### src/hw/rtl/bslp_pkg.sv
// shared types, constants and field layout for the button press classifier
package bslp_pkg;

    localparam int TIME_WIDTH = 32;
    localparam int NUM_CHANNELS = 4;
    localparam int CH_WIDTH = 2;
    localparam int CFG_WIDTH = 16;
    localparam int CFG_INDEX_WIDTH = 2;

    // stream layouts
    localparam int S_FIELD_BITS = 3 + TIME_WIDTH;
    localparam int S_TDATA_WIDTH = ((S_FIELD_BITS + 7) / 8) * 8;
    localparam int KIND_WIDTH = 2;
    localparam int M_TDATA_WIDTH = 8;

    localparam logic [CFG_WIDTH-1:0] LONG_PRESS_RESET = CFG_WIDTH'(2000);
    localparam logic [CFG_WIDTH-1:0] LOCKOUT_RESET = CFG_WIDTH'(500);

    localparam logic [CFG_INDEX_WIDTH-1:0] CFG_LONG_PRESS = 2'd0;
    localparam logic [CFG_INDEX_WIDTH-1:0] CFG_LOCKOUT = 2'd1;

    localparam logic [CH_WIDTH-1:0] CH_LEFT = 2'd0;
    localparam logic [CH_WIDTH-1:0] CH_MIDDLE = 2'd1;
    localparam logic [CH_WIDTH-1:0] CH_RIGHT = 2'd2;
    localparam logic [CH_WIDTH-1:0] CH_COMBO = 2'd3;

    localparam logic [KIND_WIDTH-1:0] KIND_NONE = 2'd0;
    localparam logic [KIND_WIDTH-1:0] KIND_SHORT = 2'd1;
    localparam logic [KIND_WIDTH-1:0] KIND_LONG = 2'd2;

    typedef struct packed {
        logic                  armed;
        logic [TIME_WIDTH-1:0] press_start;
        logic                  held_block;
        logic                  lockout_active;
        logic [TIME_WIDTH-1:0] release_time;
    } chan_state_t;

    typedef struct packed {
        logic [CH_WIDTH-1:0]   channel;
        logic                  left_level;
        logic                  mid_level;
        logic                  right_level;
        logic [TIME_WIDTH-1:0] time_ms;
    } poll_t;

    typedef struct packed {
        logic [CFG_WIDTH-1:0] long_press_ms;
        logic [CFG_WIDTH-1:0] lockout_ms;
    } cfg_t;

endpackage

### src/hw/rtl/bslp_chan_update.sv
// next-state and result logic for the one channel a poll selects
module bslp_chan_update (
    input  bslp_pkg::poll_t                   poll,
    input  bslp_pkg::cfg_t                    cfg,
    input  bslp_pkg::chan_state_t             cur,
    output bslp_pkg::chan_state_t             nxt,
    output logic [bslp_pkg::KIND_WIDTH-1:0]   kind
);
    import bslp_pkg::*;

    logic                  press_ok;
    logic                  released;
    logic                  armed_pre;
    logic [TIME_WIDTH-1:0] start_pre;
    logic [TIME_WIDTH-1:0] held_time;
    logic [TIME_WIDTH-1:0] idle_time;
    logic [TIME_WIDTH-1:0] long_ext;
    logic [TIME_WIDTH-1:0] lock_ext;

    always_comb begin
        case (poll.channel)
            CH_LEFT: begin
                press_ok = !poll.left_level && poll.mid_level && poll.right_level;
                released = poll.left_level;
            end
            CH_MIDDLE: begin
                press_ok = !poll.mid_level && poll.left_level && poll.right_level;
                released = poll.mid_level;
            end
            CH_RIGHT: begin
                press_ok = !poll.right_level && poll.left_level && poll.mid_level;
                released = poll.right_level;
            end
            default: begin
                press_ok = !poll.left_level && !poll.right_level && poll.mid_level;
                released = poll.left_level && poll.right_level;
            end
        endcase
    end

    assign long_ext = TIME_WIDTH'(cfg.long_press_ms);
    assign lock_ext = TIME_WIDTH'(cfg.lockout_ms);

    // arming happens first, the hold test sees the fresh start time
    assign armed_pre = cur.armed || (press_ok && !cur.lockout_active);
    assign start_pre = (press_ok && !cur.armed && !cur.lockout_active) ?
                       poll.time_ms : cur.press_start;
    assign held_time = poll.time_ms - start_pre;

    always_comb begin
        nxt = cur;
        nxt.armed = armed_pre;
        nxt.press_start = start_pre;
        kind = KIND_NONE;
        idle_time = poll.time_ms - cur.release_time;
        if (armed_pre && (held_time < long_ext) && released && !cur.lockout_active) begin
            nxt.armed = 1'b0;
            kind = KIND_SHORT;
        end else if (armed_pre && (held_time > long_ext) && !cur.lockout_active) begin
            nxt.held_block = 1'b1;
            nxt.lockout_active = 1'b1;
            nxt.armed = 1'b0;
            kind = KIND_LONG;
        end else begin
            if (cur.held_block && released) begin
                nxt.held_block = 1'b0;
                nxt.release_time = poll.time_ms;
                idle_time = '0;
            end
            if (!nxt.held_block && (idle_time > lock_ext)) begin
                nxt.lockout_active = 1'b0;
            end
        end
    end

endmodule

### src/hw/rtl/button_short_long_press_classifier.sv
// top level: poll register, per-channel state, result register and config registers
//
//  channel  | direction | payload                               | accepted when
//  s_       | in        | tuser channel, tdata levels and time  | s_tvalid & s_tready
//  m_       | out       | tdata press_kind, tuser channel_out   | m_tvalid & m_tready
//  cfg_     | in        | cfg_index, cfg_data                   | cfg_valid & cfg_ready
//
// one poll per cycle sustained while m_tready is high; a taken poll reaches m_
// through the poll register, then the result register
// reset clears all channel state and loads the default thresholds
// a stalled m_ side holds the result and lets one more poll wait in the poll register
module button_short_long_press_classifier (
    input  logic                                   aclk,
    input  logic                                   aresetn,
    input  logic                                   s_tvalid,
    output logic                                   s_tready,
    // [0] left_level, [1] mid_level, [2] right_level, [3 +: TIME_WIDTH] time_ms
    input  logic [bslp_pkg::S_TDATA_WIDTH-1:0]     s_tdata,
    // [1:0] channel
    input  logic [bslp_pkg::CH_WIDTH-1:0]          s_tuser,
    output logic                                   m_tvalid,
    input  logic                                   m_tready,
    // [1:0] press_kind
    output logic [bslp_pkg::M_TDATA_WIDTH-1:0]     m_tdata,
    // [1:0] channel_out
    output logic [bslp_pkg::CH_WIDTH-1:0]          m_tuser,
    input  logic                                   cfg_valid,
    output logic                                   cfg_ready,
    input  logic [bslp_pkg::CFG_INDEX_WIDTH-1:0]   cfg_index,
    input  logic [bslp_pkg::CFG_WIDTH-1:0]         cfg_data
);
    import bslp_pkg::*;

    logic                  in_valid_reg;
    poll_t                 poll_reg;
    logic                  out_valid_reg;
    logic [KIND_WIDTH-1:0] kind_reg;
    logic [CH_WIDTH-1:0]   chan_out_reg;
    cfg_t                  cfg_reg;
    chan_state_t           state_reg [NUM_CHANNELS];

    chan_state_t           cur_state;
    chan_state_t           state_next;
    logic [KIND_WIDTH-1:0] kind_next;
    logic                  advance;

    // result register frees up when empty or being taken
    assign advance = in_valid_reg && (!out_valid_reg || m_tready);
    assign s_tready = !in_valid_reg || advance;
    assign cfg_ready = 1'b1;

    assign cur_state = state_reg[poll_reg.channel];

    bslp_chan_update u_chan_update (
        .poll (poll_reg),
        .cfg  (cfg_reg),
        .cur  (cur_state),
        .nxt  (state_next),
        .kind (kind_next)
    );

    always_ff @(posedge aclk) begin
        if (!aresetn) begin
            in_valid_reg <= 1'b0;
        end else if (s_tready) begin
            in_valid_reg <= s_tvalid;
        end
    end

    always_ff @(posedge aclk) begin
        if (s_tvalid && s_tready) begin
            poll_reg.channel <= s_tuser;
            poll_reg.left_level <= s_tdata[0];
            poll_reg.mid_level <= s_tdata[1];
            poll_reg.right_level <= s_tdata[2];
            poll_reg.time_ms <= s_tdata[3 +: TIME_WIDTH];
        end
    end

    always_ff @(posedge aclk) begin
        if (!aresetn) begin
            out_valid_reg <= 1'b0;
        end else if (advance) begin
            out_valid_reg <= 1'b1;
        end else if (m_tready) begin
            out_valid_reg <= 1'b0;
        end
    end

    always_ff @(posedge aclk) begin
        if (advance) begin
            kind_reg <= kind_next;
            chan_out_reg <= poll_reg.channel;
        end
    end

    // state commits in the same edge the transaction moves to the result register
    always_ff @(posedge aclk) begin
        if (!aresetn) begin
            for (int i = 0; i < NUM_CHANNELS; i++) begin
                state_reg[i] <= '0;
            end
        end else if (advance) begin
            state_reg[poll_reg.channel] <= state_next;
        end
    end

    always_ff @(posedge aclk) begin
        if (!aresetn) begin
            cfg_reg.long_press_ms <= LONG_PRESS_RESET;
            cfg_reg.lockout_ms <= LOCKOUT_RESET;
        end else if (cfg_valid && cfg_ready) begin
            case (cfg_index)
                CFG_LONG_PRESS: cfg_reg.long_press_ms <= cfg_data;
                CFG_LOCKOUT:    cfg_reg.lockout_ms <= cfg_data;
                default: begin
                end
            endcase
        end
    end

    assign m_tvalid = out_valid_reg;
    assign m_tdata = M_TDATA_WIDTH'(kind_reg);
    assign m_tuser = chan_out_reg;

endmodule
### config.mk
export PLATFORM = sky130hd
export DESIGN_NAME = button_short_long_press_classifier
export DESIGN_NICKNAME = d
export VERILOG_FILES = /design/src/hw/rtl/bslp_pkg.sv /design/src/hw/rtl/bslp_chan_update.sv /design/src/hw/rtl/button_short_long_press_classifier.sv
export SDC_FILE = /design/constraint.sdc
export NUM_CORES = 1
export LEC_CHECK = 0
export BUFFER_PORTS_ARGS = -buffer_cell sky130_fd_sc_hd__buf_2
export CAP_MARGIN = 20
export CORE_MARGIN = 2
export CORE_UTILIZATION = 30
export DETAILED_ROUTE_END_ITERATION = 6
export PLACE_DENSITY = 0.49
export SETUP_SLACK_MARGIN = 0.1
export SLEW_MARGIN = 0
export SYNTH_ARGS = -nofsm -noshare
export SYNTH_HDL_FRONTEND = slang
export SYNTH_SLANG_ARGS = --single-unit
export TNS_END_PERCENT = 30
### constraint.sdc
create_clock -name aclk -period 18.6 [get_ports aclk]
set_input_delay 0.93 -clock aclk [delete_from_list [all_inputs] [get_ports aclk]]
set_output_delay 0.93 -clock aclk [all_outputs]
set_load 0.05 [all_outputs]
# Word-level counts from Yosys, hierarchy flattened
# Memory sizes are Yosys's and may differ from the RTL's. A register that Yosys moved wholly into a read port is not among the register bits.
# Index checks and enable logic that the tools add are counted.
totals:
  regBits: 75
  mem_bits_rw: 268
  input_bits: 65
  output_inout_bits: 13
  mem_count: 1
classes:
  addsub: 2
  n_lt_le_gt_ge: 3
  n_eq_ne: 3
  muxes: 27
  n_reduce_logical: 38
memory_table:
  columns: ["name", "words", "word_bits", "rd", "rd_clocked_by_memory_dff", "wr", "line_no", "source"]
  rows:
  - ["state_reg", 4, 67, 1, 1, 4, "button_short_long_press_classifier.sv:40", "chan_state_t state_reg [NUM_CHANNELS];"]
ops:
  columns: ["operator", "count"]
  rows:
  - ["two-way mux 32 bit", 6]
  - ["two-way mux 67 bit", 1]
  - ["OR reduction 67 bit", 1]
  - ["greater-than comparator 32 x 16 -> 1 bit", 2]
  - ["subtractor 32 bit", 2]
  - ["two-way mux 34 bit", 1]
  - ["< comparator 32 x 16 -> 1 bit", 1]
  - ["logical AND 1 bit", 21]
  - ["two-way mux 1 bit", 13]
  - ["zero test 1 bit", 8]
  - ["two-way mux 2 bit", 4]
  - ["one-hot mux 1 bit (3 select lines)", 2]
  - ["== test 2 x 1 -> 1 bit (second input constant)", 2]
  - ["zero test 2 bit", 2]
  - ["AND reduction 2 bit", 2]
  - ["logical OR 1 bit", 3]
  - ["== test 2 bit (second input constant)", 1]
  - ["nonzero test 2 bit", 1]

# Logic depth before layout (Yosys ltp)
logic_depth:
  depth_word: 19
  ltp_mapped: 31

# Cells and area by module
# A second synthesis with hierarchy kept.
hier_totals:
  cells_unflattened: 2066
  hier_area_um2: 23920.4
modules_own_cells:
  columns: ["mod", "instances", "cells_each", "area_per_inst_um2", "seq_area_each_um2"]
  rows:
  - ["button_short_long_press_classifier", 1, 910, 16489.6, 9999.6]
  - ["bslp_chan_update", 1, 1156, 7430.9, 0.0]

# Worst setup path after synthesis
# OpenSTA, ideal clock, no wires.
synth_timing:
  path_kind: "reg-to-reg"
  startpoint: "register with a tool-made name"
  endpoint: "memory state_reg[0][32] (netlist name), data pin"
  setup_ns: 0.167
  arrival_time_ns: 6.559
  required_ns: 18.433
  path_slack_ns: 11.874
  path_stages_with_launch: 30
  n_path_buf: 5
  cell_sequence: "dfxtp_1 buf_6 buf_12 buf_2 buf_1 buf_1 mux4_2 inv_1 ha_1 nor2b_1 o21a_1 o21ai_0 a32oi_1 a21o_1 a21o_1 xnor2_1 nor2_1 ha_1 a21o_1 a21o_1 a21o_1 a21o_1 a21o_1 a21o_1 a221o_1 a21boi_0 nand3_1 nor4_1 a41oi_1 a211oi_1"
synth_rtl:
  columns: ["element", "line_no"]
  rows:
  - ["end: declaration", "button_short_long_press_classifier.sv:40"]

==> impl_results.md <==
- Resized cells post-CTS: 0
- Drt drc: 0
- Hold Slack: 471 ps
- Layout fillers: 7063
- Gpl congestion: 0.866
- Largest net degree at the start of global routing: 129
- Logic pwr share: 23.3%
- IO buf count: 65
- Total Nets Final: 2203
- Number of flops mapped to enable cells by yosys: 309
- Register clock-pin slew on the reported worst setup and hold paths: 60 ps
- PwrDens: 94.0 mW/mm2
- Worst min path class: reg -> reg
- Psw: 681 uW
- Worst EP arrival: 8920 ps
- Vias/cell: 5.14
- Gr usage total: 16.5%
- CP delay by family, top: compound AO/OA/AOI/OAI gates
- Setup ws final: 9960 ps
- H-Tree Depth: 2
- Reg area: 0.0100 mm2
- Part of the cycle the worst path needs: 46.5%
- Setup Skew: 28.3 ps
- Peak supply drop: 0.0000538 V
- Largest register FFs: 268
- Synth Area per Inst: 10.5 um2
- Slew Limit Fails: 0
- Setup TNS: 0 ps
- Area Growth Syn to Fin: 11.2%
- First-pass GRT wire length: 93600 um
- Remaining global-route overflow: 0
- Clock Path Buffers: 3
- Worst Path Required: 18870 ps
- Leak: 0.00887 uW
- Mapped cell area: 0.0214 mm2
- Cell Int Power: 1550 uW
- Root Driver: clkbuf_16
- RSZ-0062 raised after global routing: false
- DRT Pass-1 Iters: 5
- Die Span X: 271 um
- Period minus WS final: 8640 ps
- Seq/Total Area, Yosys: 46.8%
- Fmax: 0.116 GHz
- Ys async rst share: 0%
- Fin cells: 3026
- Vias in the first global route: 15600
- Post-route ant nets: 0
- Max_slew headroom: 28.7%
- GR met3 Demand/Resource: 2.61%
- Final hold violation count: 0
- Seq pwr share: 41.0%
- Slew @ Worst Pin: 1060 ps
- Switching Fraction: 30.5%
- Dpl ws: 10030 ps
- CP Capture Type: flip-flop
- Worst path buffer plus inverter count: 4
- Most frequent cell on the critical path: o21a_1
- Num CTS Buffers: 41
- Status: completed
- Synth Warn #: 0
- Setup CP Type: reg -> reg
- Critical-path maximum fanout: 128
- Clk pwr share: 35.7%
- # rows: 97
- Via Count: 15600
- Diode count: 0
- Commonest non-fill, non-tap cell in the layout: nand2_1
- Die Footprint: 0.0734 mm2
- Max-cap viol count: 0
- TritonCTS Sinks: 345
- Post-synthesis cell count: 2044
- Critical path launch point type: flip-flop
- Post-CTS Setup Bufs: 0
- Die H: 271 um
- Netlist cell types: 83
- Global routing usage on met1: 21.7%
- Final setup viols: 0
- Largest stage delay, worst path: 780 ps
- Post-CTS Hold Fix Bufs: 0
- Critical path's slowest cell: buf_4
- Number of synthesized register bits: 345
- M2 GR Usage: 27.8%
- Initial antenna violation count: 2
- Final wirelength: 61100 um
- Iter 0 DRT Violations: 1142
- HPWL after detailed placement: 39800 um
- Share of cells above drive strength 1: 12.3%
- Starting Density: 30.4%
- CTS tree: done
- Worst-skew pair later-pin latency: 580 ps
- Avg WL per Cell: 20.2 um
- Most frequent cells in the layout: 395 x nand2_1, 309 x edfxtp_1, 164 x nor2_1
- # IOs: 78
- Synth Flop Type: edfxtp_1
- Multi-input logic area: 0.0103 mm2
- Core ar.: 0.0703 mm2
- GR peak layer: met2
- Placed cells: 2950
-- synth_stat cells, types with 27 or more instances --
| cell | count | area, um2 |
|---|---|---|
| a21boi_0 | 27 | 203 |
| a21o_1 | 45 | 338 |
| o21ai_0 | 72 | 360 |
| inv_1 | 127 | 477 |
| mux4_2 | 67 | 1510 |
| dfxtp_1 | 36 | 721 |
| a21oi_1 | 75 | 375 |
| edfxtp_1 | 309 | 9280 |
| nand2_1 | 395 | 1480 |
| nand2b_1 | 34 | 213 |
| mux2i_1 | 158 | 1580 |
| clkbuf_1 | 87 | 327 |
| ha_1 | 84 | 1050 |
| nor2_1 | 167 | 627 |
| xnor2_1 | 31 | 272 |
-- worst paths after layout --
path                   start  slack, ps                to  depth (start not counted)
hold / removal    cfg_reg[1]        470        cfg_reg[1]                          2
setup / recovery   flip-flop       9960  state_reg[3][26]                         25
hold reg to reg   cfg_reg[1]        470        cfg_reg[1]                          2
setup reg to reg   flip-flop       9960  state_reg[3][26]                         25
-- stage by stage --
stage	power, uW	utilization (%)	area (um2)
final	2230	33.8	23800
after global routing	2350	33.8	23800
after CTS	2260	33.8	23800
after detailed placement	1450	31.9	22400
after global placement	1440	31.9	22400
after floorplan	1310	-	21400
-- power by group through the flow --
stage          clock network (uW)  logic [uW]  registers [uW]
3_3_place_gp                    0         514             931
2_1_floorplan                   0         394             920
3_5_place_dp                    0         518             933
6_report                      798         520             916
5_1_grt                       851         574             920
4_1_cts                       820         521             916
-- final cells by class --
type                    instances  area share, %
inverters                     127           2.01
flip-flops and latches        345           42.1
multi-input cells            1449           43.2
clock inverters                19          0.563
repair buffers                 89           2.18
well taps                     940           4.95
clock buffers                  57           5.00
-- per-layer routing --
metal | vias up | routed length, um
met4 | 0 | 1760
met3 | 83 | 2970
li1 | 7354 | -
met1 | 7753 | 27200
met5 | - | 0
met2 | 372 | 29200
-- logic make-up after synthesis --
kind of cell / after synthesis / share of synthesized area [%]
AO/OA/AOI/OAI: 349 / 10.9
XOR/XNOR: 43 / 1.76
flip-flops: 345 / 46.8
adder cells (fa/ha/maj): 87 / 5.11
AND/OR/NAND/NOR: 733 / 14.9
buffers and inverters: 255 / 5.71
other: 2 / 0.0351
multiplexers: 230 / 14.7
-- worst min-delay path, delay by kind of cell (launching register included) --
kind | cells | cell delay [ps]
AOI/OAI and AO/OA | 1 | 60
DFF | 1 | 310
and+or+nand+nor | 1 | 50
Note: power is estimated with default switching activity, not from simulation.
